===== config.mk =====
export PLATFORM = sky130hd
export DESIGN_NAME = c_subset_token_classifier
export DESIGN_NICKNAME = d
export VERILOG_FILES = /design/src/design/ctc_pkg.sv /design/src/design/ctc_scan.sv /design/src/design/c_subset_token_classifier.sv
export SDC_FILE = /design/constraint.sdc
export NUM_CORES = 1
export LEC_CHECK = 0
export ABC_AREA = 1
export BUFFER_PORTS_ARGS = -buffer_cell sky130_fd_sc_hd__buf_2
export CELL_PAD_IN_SITES_DETAIL_PLACEMENT = 0
export CELL_PAD_IN_SITES_GLOBAL_PLACEMENT = 2
export CORE_MARGIN = 1.5
export CORE_UTILIZATION = 36
export CTS_CLUSTER_SIZE = 14
export DETAILED_ROUTE_END_ITERATION = 16
export GPL_TIMING_DRIVEN = 0
export PLACE_DENSITY = 0.83
export SYNTH_ARGS = -nofsm -noshare
export SYNTH_HDL_FRONTEND = slang
export SYNTH_SLANG_ARGS = --single-unit

===== constraint.sdc =====
create_clock -name clk -period 4.74 [get_ports clk]
set_clock_uncertainty 0.2 [all_clocks]
set_input_delay 0.237 -clock clk [delete_from_list [all_inputs] [get_ports clk]]
set_output_delay 0.237 -clock clk [all_outputs]
set_load 0.05 [all_outputs]

===== src/design/ctc_pkg.sv =====
// Package for the C subset token classifier: token kinds, the token record,
// the break-character decode and the keyword spelling tables.
// Used by ctc_scan and c_subset_token_classifier; depends on nothing else.
`default_nettype none

package ctc_pkg;

    localparam int unsigned MAX_TOKEN_LEN_DEF = 255;
    localparam int unsigned CHAR_W = 8;
    localparam int unsigned COL_W = 12;
    localparam int unsigned LEN_W = 8;
    localparam int unsigned KIND_W = 4;
    localparam int unsigned NUM_KW = 3;

    localparam logic [COL_W-1:0] COL_MAX = {COL_W{1'b1}};

    localparam logic [KIND_W-1:0] KIND_KEYWORD   = 4'd0;
    localparam logic [KIND_W-1:0] KIND_SEMI      = 4'd1;
    localparam logic [KIND_W-1:0] KIND_OPAR      = 4'd2;
    localparam logic [KIND_W-1:0] KIND_CPAR      = 4'd3;
    localparam logic [KIND_W-1:0] KIND_OBRACE    = 4'd4;
    localparam logic [KIND_W-1:0] KIND_CBRACE    = 4'd5;
    localparam logic [KIND_W-1:0] KIND_CONST     = 4'd6;
    localparam logic [KIND_W-1:0] KIND_IDENT     = 4'd7;
    localparam logic [KIND_W-1:0] KIND_NONE      = 4'd8;
    localparam logic [KIND_W-1:0] KIND_NOT_BREAK = 4'd15;

    localparam logic [1:0] KW_VOID   = 2'd0;
    localparam logic [1:0] KW_INT    = 2'd1;
    localparam logic [1:0] KW_RETURN = 2'd2;

    typedef struct packed {
        logic [KIND_W-1:0] kind;
        logic [COL_W-1:0]  start;
        logic [LEN_W-1:0]  length;
        logic              last;
    } token_t;

    typedef struct packed {
        logic [1:0] count;
        token_t     tok0;
        token_t     tok1;
    } scan_t;

    function automatic logic [KIND_W-1:0] break_kind(input logic [CHAR_W-1:0] c);
        logic [KIND_W-1:0] k;
        case (c)
            ";":     k = KIND_SEMI;
            "(":     k = KIND_OPAR;
            ")":     k = KIND_CPAR;
            "{":     k = KIND_OBRACE;
            "}":     k = KIND_CBRACE;
            " ":     k = KIND_NONE;
            8'h0A:   k = KIND_NONE;
            8'h09:   k = KIND_NONE;
            default: k = KIND_NOT_BREAK;
        endcase
        return k;
    endfunction

    function automatic logic [LEN_W-1:0] kw_len(input logic [1:0] kw);
        logic [LEN_W-1:0] n;
        case (kw)
            KW_VOID:   n = 8'd4;
            KW_INT:    n = 8'd3;
            KW_RETURN: n = 8'd6;
            default:   n = 8'd0;
        endcase
        return n;
    endfunction

    function automatic logic [CHAR_W-1:0] kw_char(input logic [1:0] kw,
                                                  input logic [2:0] pos);
        logic [CHAR_W-1:0] ch;
        ch = 8'h00;
        case (kw)
            KW_VOID: begin
                case (pos)
                    3'd0:    ch = "v";
                    3'd1:    ch = "o";
                    3'd2:    ch = "i";
                    3'd3:    ch = "d";
                    default: ch = 8'h00;
                endcase
            end
            KW_INT: begin
                case (pos)
                    3'd0:    ch = "i";
                    3'd1:    ch = "n";
                    3'd2:    ch = "t";
                    default: ch = 8'h00;
                endcase
            end
            KW_RETURN: begin
                case (pos)
                    3'd0:    ch = "r";
                    3'd1:    ch = "e";
                    3'd2:    ch = "t";
                    3'd3:    ch = "u";
                    3'd4:    ch = "r";
                    3'd5:    ch = "n";
                    default: ch = 8'h00;
                endcase
            end
            default: ch = 8'h00;
        endcase
        return ch;
    endfunction

endpackage

`default_nettype wire


===== src/design/ctc_scan.sv =====
// Scanner for the C subset token classifier: line state and pending run,
// and the up to two tokens that one character yields.
// Depends on ctc_pkg.
`default_nettype none

module ctc_scan #(
    parameter int unsigned MAX_TOKEN_LEN = ctc_pkg::MAX_TOKEN_LEN_DEF
) (
    input  wire logic                          clk,
    input  wire logic                          rst_n,
    input  wire logic [ctc_pkg::CHAR_W-1:0]    char_code,
    input  wire logic                          end_of_line,
    input  wire logic                          advance,
    output ctc_pkg::scan_t                     scan
);

    localparam int unsigned LEN_CAP_I = (MAX_TOKEN_LEN < 255) ? MAX_TOKEN_LEN : 255;
    localparam logic [ctc_pkg::LEN_W-1:0] LEN_CAP = ctc_pkg::LEN_W'(LEN_CAP_I);

    logic [ctc_pkg::COL_W-1:0]  column_reg, column_next;
    logic [ctc_pkg::COL_W-1:0]  start_reg, start_next;
    logic [ctc_pkg::LEN_W-1:0]  length_reg, length_next;
    logic                       digits_reg, digits_next;
    logic [ctc_pkg::NUM_KW-1:0] cand_reg, cand_next;

    logic [ctc_pkg::KIND_W-1:0] bk;
    logic                       is_break;
    logic [ctc_pkg::COL_W-1:0]  start_upd;
    logic [ctc_pkg::LEN_W-1:0]  length_upd;
    logic                       digits_upd;
    logic [ctc_pkg::NUM_KW-1:0] cand_upd;
    logic [ctc_pkg::NUM_KW-1:0] kw_hit;
    logic                       emit_run;
    logic [ctc_pkg::KIND_W-1:0] run_kind;
    ctc_pkg::token_t            run_tok;
    ctc_pkg::token_t            brk_tok;

    always_comb
    begin
        bk         = ctc_pkg::break_kind(char_code);
        is_break   = (bk != ctc_pkg::KIND_NOT_BREAK);
        start_upd  = start_reg;
        length_upd = length_reg;
        digits_upd = digits_reg;
        cand_upd   = cand_reg;
        if (!is_break)
        begin
            if (length_reg == '0)
            begin
                start_upd = column_reg;
            end
            for (int k = 0; k < ctc_pkg::NUM_KW; k++)
            begin
                if (length_reg >= ctc_pkg::kw_len(2'(k)) ||
                    ctc_pkg::kw_char(2'(k), length_reg[2:0]) != char_code)
                begin
                    cand_upd[k] = 1'b0;
                end
            end
            if (char_code < "0" || char_code > "9")
            begin
                digits_upd = 1'b0;
            end
            if (length_reg < LEN_CAP)
            begin
                length_upd = length_reg + 1'b1;
            end
        end

        for (int k = 0; k < ctc_pkg::NUM_KW; k++)
        begin
            kw_hit[k] = cand_upd[k] && (length_upd == ctc_pkg::kw_len(2'(k)));
        end
        if (|kw_hit)
        begin
            run_kind = ctc_pkg::KIND_KEYWORD;
        end
        else if (digits_upd)
        begin
            run_kind = ctc_pkg::KIND_CONST;
        end
        else
        begin
            run_kind = ctc_pkg::KIND_IDENT;
        end

        emit_run = (is_break || end_of_line) && (length_upd != '0);

        run_tok.kind   = run_kind;
        run_tok.start  = start_upd;
        run_tok.length = length_upd;
        run_tok.last   = !is_break;

        brk_tok.kind   = bk;
        brk_tok.start  = column_reg;
        brk_tok.length = ctc_pkg::LEN_W'(1);
        brk_tok.last   = 1'b1;

        scan.count = {1'b0, emit_run} + {1'b0, is_break};
        scan.tok0  = emit_run ? run_tok : brk_tok;
        scan.tok1  = brk_tok;

        column_next = column_reg;
        start_next  = start_reg;
        length_next = length_reg;
        digits_next = digits_reg;
        cand_next   = cand_reg;
        if (advance)
        begin
            if (end_of_line)
            begin
                column_next = '0;
            end
            else if (column_reg != ctc_pkg::COL_MAX)
            begin
                column_next = column_reg + 1'b1;
            end
            if (end_of_line || emit_run)
            begin
                start_next  = '0;
                length_next = '0;
                digits_next = 1'b1;
                cand_next   = '1;
            end
            else
            begin
                start_next  = start_upd;
                length_next = length_upd;
                digits_next = digits_upd;
                cand_next   = cand_upd;
            end
        end
    end

    always_ff @(posedge clk or negedge rst_n)
    begin
        if (!rst_n)
        begin
            column_reg <= '0;
            start_reg  <= '0;
            length_reg <= '0;
            digits_reg <= 1'b1;
            cand_reg   <= '1;
        end
        else
        begin
            column_reg <= column_next;
            start_reg  <= start_next;
            length_reg <= length_next;
            digits_reg <= digits_next;
            cand_reg   <= cand_next;
        end
    end

    a_len_cap: assert property (@(posedge clk) disable iff (!rst_n)
        length_reg <= LEN_CAP)
        else $error("pending length beyond cap");

    a_empty_run_clean: assert property (@(posedge clk) disable iff (!rst_n)
        length_reg == '0 |-> (digits_reg && cand_reg == '1 && start_reg == '0))
        else $error("empty run with stale flags");

    a_eol_clears: assert property (@(posedge clk) disable iff (!rst_n)
        advance && end_of_line |=> (column_reg == '0 && length_reg == '0))
        else $error("line end did not clear state");

endmodule

`default_nettype wire


===== src/design/c_subset_token_classifier.sv =====
// Top level of the C subset token classifier: input register, scanner and
// two-entry result buffer on stream ports.
// Depends on ctc_pkg and ctc_scan.
`default_nettype none

// Takes one character per cycle on the slave stream while s_tready is high (tlast
// marks the last character of a line) and emits one item per token on the
// master stream. A character that yields no token never stalls; a break
// character that also closes a pending run yields two tokens and holds back
// the next character, since the result buffer hands out one token per cycle
// while m_tready is high. An accepted character is held in the input
// register, its tokens in the result buffer. Each token carries its kind in
// tuser, start column and length in tdata, and tlast on the final token of its character.
module c_subset_token_classifier #(
    parameter int unsigned MAX_TOKEN_LEN = ctc_pkg::MAX_TOKEN_LEN_DEF
) (
    input  wire logic        clk,
    input  wire logic        rst_n,
    input  wire logic        s_tvalid,
    output logic             s_tready,
    input  wire logic [7:0]  s_tdata,   // [7:0] char_code
    input  wire logic        s_tlast,   // end_of_line
    output logic             m_tvalid,
    input  wire logic        m_tready,
    output logic [23:0]      m_tdata,   // [11:0] token_start, [19:12] token_length, rest 0
    output logic [3:0]       m_tuser,   // [3:0] token_kind
    output logic             m_tlast    // last_of_run
);

    logic                          in_valid_reg, in_valid_next;
    logic [ctc_pkg::CHAR_W-1:0]    char_reg;
    logic                          eol_reg;
    logic [1:0]                    cnt_reg, cnt_next;
    ctc_pkg::token_t               out0_reg, out0_next;
    ctc_pkg::token_t               out1_reg, out1_next;
    ctc_pkg::scan_t                scan;
    logic                          advance;
    logic                          pair_free;
    logic                          out_fire;

    ctc_scan #(
        .MAX_TOKEN_LEN (MAX_TOKEN_LEN)
    ) u_scan (
        .clk         (clk),
        .rst_n       (rst_n),
        .char_code   (char_reg),
        .end_of_line (eol_reg),
        .advance     (advance),
        .scan        (scan)
    );

    always_comb
    begin
        out_fire  = m_tvalid && m_tready;
        pair_free = (cnt_reg == 2'd0) || (cnt_reg == 2'd1 && m_tready);
        advance   = in_valid_reg && (scan.count == 2'd0 || pair_free);
        s_tready  = !in_valid_reg || advance;

        in_valid_next = in_valid_reg;
        if (s_tready)
        begin
            in_valid_next = s_tvalid;
        end

        cnt_next  = cnt_reg;
        out0_next = out0_reg;
        out1_next = out1_reg;
        if (advance && scan.count != 2'd0)
        begin
            cnt_next  = scan.count;
            out0_next = scan.tok0;
            out1_next = scan.tok1;
        end
        else if (out_fire)
        begin
            if (cnt_reg == 2'd2)
            begin
                cnt_next  = 2'd1;
                out0_next = out1_reg;
            end
            else
            begin
                cnt_next = 2'd0;
            end
        end

        m_tvalid = (cnt_reg != 2'd0);
        m_tdata  = {4'b0000, out0_reg.length, out0_reg.start};
        m_tuser  = out0_reg.kind;
        m_tlast  = out0_reg.last;
    end

    always_ff @(posedge clk or negedge rst_n)
    begin
        if (!rst_n)
        begin
            in_valid_reg <= 1'b0;
            cnt_reg      <= 2'd0;
        end
        else
        begin
            in_valid_reg <= in_valid_next;
            cnt_reg      <= cnt_next;
        end
    end

    always_ff @(posedge clk)
    begin
        if (s_tready)
        begin
            char_reg <= s_tdata;
            eol_reg  <= s_tlast;
        end
        out0_reg <= out0_next;
        out1_reg <= out1_next;
    end

    a_pair_order: assert property (@(posedge clk) disable iff (!rst_n)
        cnt_reg == 2'd2 |-> (!out0_reg.last && out1_reg.last))
        else $error("token pair out of order");

    a_second_follows: assert property (@(posedge clk) disable iff (!rst_n)
        out_fire && cnt_reg == 2'd2 |=> (m_tvalid && m_tlast))
        else $error("second token lost");

    a_no_overwrite: assert property (@(posedge clk) disable iff (!rst_n)
        advance && scan.count != 2'd0 |-> (cnt_reg == 2'd0 || (cnt_reg == 2'd1 && out_fire)))
        else $error("result buffer overwritten");

    a_stall_holds: assert property (@(posedge clk) disable iff (!rst_n)
        !s_tready |-> in_valid_reg)
        else $error("input stalled while empty");

endmodule

`default_nettype wire

After elaboration in Yosys (flattened, before gate mapping)
Index checks and enable logic that the tools add are counted. W data, S select, Z words.

Add/sub/neg operators: 3. $lt $le $gt $ge: 6. Equality and inequality tests: 23. Multiplexer cells: 35. Reductions and logical operators: 34.

Operators with widths (number): $mux W25 (4); $mux W8 (9); $mux W12 (5); $pmux W7 S5 (1); $eq A8 B6 Y1 const B (4); $pmux W7 S4 (1); $ge A8 B8 Y1 (3); $ne A8 B8 Y1 (3); $pmux W4 S6 (1); $pmux W7 S3 (1); $eq A8 B3 Y1 const B (2); $eq A8 B4 Y1 const B (2); $eq A8 B7 Y1 const B (2); $add A12 B1 Y12 const B (1); $ne A12 B12 Y1 const B (1); $reduce_bool A2 Y1 (5); $logic_or A1 B1 Y1 (9); $add A8 B1 Y8 const B (1); $eq A8 B2 Y1 const B (1); $gt A8 B6 Y1 const B (1); $logic_and A1 B1 Y1 (8); $logic_not A8 Y1 (1); $lt A8 B6 Y1 const B (1); $lt A8 B8 Y1 const B (1); 18 further kinds (33).

Register bits after elaboration: 89. Input port bits: 13. Output and inout port bits: 31. Word-level logic and storage cells: 116.

Depth between registers and ports, before layout
Depth after elaboration: 14. Gate-level depth with buffers: 27. Depth with buffers taken out: 23.

Hierarchy
From an unflattened synthesis, not the netlist that was laid out.

Cells, all modules: 727. Area total of the unflattened synthesis: 5714.2 sq um.

Modules (own cells, without submodules): ctc_scan (instances 1, cells an instance 555, area each 3368.2 sq um, seq. area each 905.9 sq um); c_subset_token_classifier (instances 1, cells an instance 172, area each 2346.0 sq um, seq. area each 1846.8 sq um).

Worst setup path before layout
Ideal clock, no wire load.

Kind: reg2reg. From: register char_reg[2] (netlist bit). To: register out0_reg, in the netlist m_tdata[0] (enable). Library setup time: 445 ps. Arrival: 3427 ps. Data required time: 4095 ps. Slack: 668 ps. Stages on the path, launching flop included: 22. Path buffers: 4. Period minus slack after synthesis: 4072 ps. Cells stage by stage: edfxtp_1 -> inv_2 -> nand2_2 -> or2_1 -> nor2_2 -> nor2_4 -> nand2_4 -> buf_6 -> nand2_4 -> nand2_4 -> nor2_4 -> nand2_2 -> o21ai_2 -> buf_6 -> buf_8 -> ha_1 -> or2_2 -> nand2_1 -> inv_1 -> nand2_1 -> clkbuf_1 -> o31ai_1.

Longest elaborated chain between the ends: 14. Elaborated cells on any way between the ends: 24. Those cells by class: 1 x add/sub; 9 x eq/ne; 2 x mux; 12 x reduce/logical.

Ends and longest elaborated chain: from (decl) (line c_subset_token_classifier.sv:31) `logic [ctc_pkg::CHAR_W-1:0] char_reg;`; from (signal assigned) (line c_subset_token_classifier.sv:111) `char_reg <= s_tdata;`; $eq A8 B6 Y1 / $eq A8 B4 Y1 (equally long branches) (line ctc_pkg.sv:47) `case (c)`; $reduce_or A3 Y1 (no line); $pmux W4 S6 (*) (line ctc_pkg.sv:47); $ne A4 B4 Y1 (*) (line ctc_scan.sv:41) `is_break = (bk != ctc_pkg::KIND_NOT_BREAK);`; $mux W8 (line ctc_scan.sv:46) `if (!is_break)`; $reduce_bool A8 Y1 (line ctc_scan.sv:87) `emit_run = (is_break || end_of_line) && (length_upd != '0);`; $logic_and A1 B1 Y1 (line ctc_scan.sv:87); $add A1 B1 Y2 (*) (line ctc_scan.sv:99) `scan.count = {1'b0, emit_run} + {1'b0, is_break};`; $logic_not A2 Y1 (line c_subset_token_classifier.sv:56) `advance = in_valid_reg && (scan.count == 2'd0 || pair_free);`; $logic_or A1 B1 Y1 (line c_subset_token_classifier.sv:56); $logic_and A1 B1 Y1 (line c_subset_token_classifier.sv:56); $logic_and A1 B1 Y1 (*) (line c_subset_token_classifier.sv:68) `if (advance && scan.count != 2'd0)`; $reduce_bool A2 Y1 (no line); $reduce_and A2 Y1 (no line) (*); to (signal assigned) (line c_subset_token_classifier.sv:114) `out0_reg <= out0_next;`; to (decl) (line c_subset_token_classifier.sv:34) `ctc_pkg::token_t out0_reg, out0_next;`.

Mark *: on every way between the ends. The rest lies on a longest branch, timed or not. A chain may end at the register's enable or synchronous reset.

Worst setup path in the final report
From: register u_scan.length_reg[1] (netlist bit). To: register out0_reg, in the netlist m_tdata[16] (enable).

Longest elaborated chain between the ends: 12. Elaborated cells on any way between the ends: 15. Those cells by class: 2 x add/sub; 1 x order compare; 2 x mux; 10 x reduce/logical.

Ends and longest elaborated chain: from (decl) (line ctc_scan.sv:22) `logic [ctc_pkg::LEN_W-1:0] length_reg, length_next;`; from (signal assigned) (line ctc_scan.sv:149) `length_reg <= length_next;`; $add A8 B1 Y8 / $lt A8 B8 Y1 (equally long branches) (line ctc_scan.sv:66, ctc_scan.sv:64); $mux W8 (line ctc_scan.sv:64) `if (length_reg < LEN_CAP)`; $mux W8 (*) (line ctc_scan.sv:46); $reduce_bool A8 Y1 (*) (line ctc_scan.sv:87); $logic_and A1 B1 Y1 (*) (line ctc_scan.sv:87); $add A1 B1 Y2 (*) (line ctc_scan.sv:99); $logic_not A2 Y1 (line c_subset_token_classifier.sv:56); $logic_or A1 B1 Y1 (line c_subset_token_classifier.sv:56); $logic_and A1 B1 Y1 (line c_subset_token_classifier.sv:56); $logic_and A1 B1 Y1 (*) (line c_subset_token_classifier.sv:68); $reduce_bool A2 Y1 (no line); $reduce_and A2 Y1 (no line) (*).

Marks and branches as above.

==> impl_metrics.json <==
{
  "outcome": "finished, final reports clean",
  "final_common_cell": "nand2_1",
  "crit_fanout": 15,
  "path_class": "reg2reg",
  "die_w_um": 119.9,
  "synth_seq_cells": 89,
  "portBuffers": 39,
  "insertion_delay_ns": 0.35,
  "place_hpwl_mm": 9.066,
  "routed_wl_mm": 12.30,
  "coreArea_um2": 13300,
  "grt_pass1_vias": 3837,
  "setup_viol": 0,
  "slew_headroom_pct": 33.69,
  "worst_pin_slew_ns": 0.9947,
  "syn_inst": 595,
  "antenna_cells": 0,
  "dp_slack_ns": -0.04935,
  "p_per_area_nw_per_um2": 503.8,
  "largest_reg_flops": 20,
  "placedCellCount": 814,
  "gr-total-overflow": 0,
  "synth_top_area_share_pct": 30.50,
  "worstPathRequired_ns": 4.64,
  "syn-cell-area_um2": 4923,
  "cts.path.max_buffers": 2,
  "cts_buffers": 9,
  "cts.sinks": 89,
  "crit_top_cell": "nand2_1",
  "slowest_stage": "dfrtp_2",
  "post-route-cell-area_um2": 5809,
  "hold_viol": 0,
  "crit_path_cell_trace": "ha_1 > nand2_1 > inv_2 > nand3_2 > nand3_1 > nand3_1 > nand2_1 > nor2_1 > nand2_1 > o21ai_2 > buf_6 > buf_8 > ha_1 > or2_2 > nand2_1 > inv_1 > nand2_1 > clkbuf_4 > o31ai_4 > buf_8",
  "synth-compound-area-share_pct": 11.79,
  "drt_iter0_drc": 311,
  "cts_setup_buffers": 0,
  "rows": 42,
  "drive_above_1_share_pct": 16.99,
  "cts_tree": "yes",
  "grt_max_degree": 40,
  "area_growth_pct": 17.99,
  "timing.fmax_mhz": 231.5,
  "routabilityCongestion": 0.8497,
  "yosysWarnings": 0,
  "endpoint_kind": "flop",
  "crit_arrival_ns": 4.22,
  "vdd_drop_max_uv": 169.6,
  "min_period_over_period_pct": 91.12,
  "dpl_cell_area_um2": 5379,
  "yosysTopAreaCell": "edfxtp_1",
  "maxSlewViolCount": 0,
  "dr_total_vias": 4092,
  "critPathLaunchType": "flop",
  "fin_nets": 681,
  "synthTopCellsByArea": "edfxtp_1, dfrtp_1, nand2_1",
  "muxShareOfSynthArea_pct": 0,
  "p_leak_nw": 2.618,
  "synth_xor_area_share_pct": 1.067,
  "finalNonFillerCells": 841,
  "synthAdderAreaFrac_pct": 2.033,
  "fin_crit_ns": 4.319,
  "synth.distinct_cells": 41,
  "post-route-drc-count": 0,
  "drtAntennaViolNets": 0,
  "ys_seq_area_share_pct": 50.42,
  "h-tree-depth": 3,
  "antenna_found_initial": 0,
  "num_io_pins": 44,
  "initial_utilization_pct": 37.03,
  "tns_ns": 0,
  "hp-class": "in2reg",
  "cts_root_buf": "clkbuf_16",
  "synth_top_family_by_area": "simple AND/OR/NAND/NOR gates",
  "most-common-layout-cells": "nand2_1, inv_1, o21ai_0, nor2_1",
  "fp.dieArea_um2": 14390,
  "grt_pass1_wl_mm": 20.01,
  "wl_per_cell_um": 14.63,
  "path_clk_slew_ns": 0.08,
  "die_h_um": 119.9,
  "avgViaCountPerCell": 4.866,
  "synth_simple_gate_area_share_pct": 26.18,
  "drtPass1Iterations": 5,
  "cpPeakStageDelay_ns": 0.46,
  "grt.total_usage_pct": 18.00,
  "maxCapViolCount": 0,
  "rsz0062_at_grt": "false",
  "avgSynthCellArea_um2": 8.275,
  "layout_setup_ws_ns": 0.4211
}
==> cell type report <==
type	instances	area [um^2]
flip-flops and latches	89	2485
multi-input cells	416	2063
repair buffers	51	320.3
plain buffers	22	156.4
clock buffers	9	225.2
fillers	1334	7486
inverters	71	266.5
clock inverters	7	72.57
well taps	176	220.2
==> kinds of logic (layout without fill, tap and decap cells) <==
kind of cell             after synthesis  after routing
flip-flops                            89             89
adder cells (fa/ha/maj)                8              8
AO/OA/AOI/OAI                        110            110
other                                  1              4
XOR/XNOR                               6              6
buffers and inverters                 93            160
AND/OR/NAND/NOR                      288            288
==> cells in the mapped netlist (all sizes together) <==
cell    count
a31oi       3
dfstp       4
a21oi      20
or2         4
nor3b       1
a211oi      1
buf        18
conb        1
nor3        6
nand2     153
nand3b      1
nor2       61
nand3      52
ha          8
inv        70
o211ai      1
o21a        2
clkbuf      4
edfxtp     50
nand4       8
dfrtp      35
clkinv      1
nor4        2
o21ai      81
xor2        6
o31ai       2
==> critical path: cells and delay by family (launching register included) <==
kind	cells	cell delay [ns]
adders and majority gates	2	0.44
AOI/OAI and AO/OA	2	0.31
and+or+nand+nor	10	1.58
buffers and inverters	6	1.07
DFF	1	0.46
==> stage by stage <==
| step | hold slack [ns] | utilization, % | power, W |
|---|---|---|---|
| final | 0.1549 | 43.69 | 0.002927 |
| after global routing | 0.2519 | 43.69 | 0.003120 |
| after detailed placement | 0.2151 | 40.46 | 0.002217 |
| after floorplan | -0.2586 | - | 0.001905 |
| after global placement | 0.2138 | 40.24 | 0.002198 |
| after CTS | 0.1621 | 43.53 | 0.002938 |
==> per-layer routing <==
metal	vias to the layer above	routed length [um]	part of all wire (%)	track usage, %
met3	14	527	4.3	2.329
li1	2095	-	-	-
met5	-	0	0	0
met1	1880	6401	52	27.50
met2	103	5188	42	26.11
met4	0	186	1.5	6.101
==> power by group <==
group	internal, W	switching, W	total [W]
clock network	0.000371	0.000335	0.000706
logic	0.000320	0.000808	0.00113
registers	0.00101	0.0000814	0.00109
==> timing repair <==
action | 4_1_cts | 5_1_grt
hold buffers | 11 | 0
pin swaps | 0 | 0
hold endpoints to repair | 45 | 0
resized for setup | 1 | 11
endpoints found under the setup margin | 25 | 49
==> path summary, 6_finish.rpt <==
| check | end | slack (ns) | depth (start not counted) | start |
|---|---|---|---|---|
| min reg2reg | u_scan.digits_reg | 0.29 | 2 | u_scan.digits_reg |
| max in group asynchronous | u_scan.length_reg[0] | 3.24 | 2 | rst_n |
| min in group asynchronous | u_scan.column_reg[6] | 0.42 | 2 | rst_n |
| max | m_tdata[16] | 0.42 | 20 | u_scan.length_reg[1] |
| min | cnt_reg[1] | 0.15 | 4 | m_tready |
| max reg2reg | m_tdata[16] | 0.42 | 20 | u_scan.length_reg[1] |
Power figures use the tool's default switching activity.
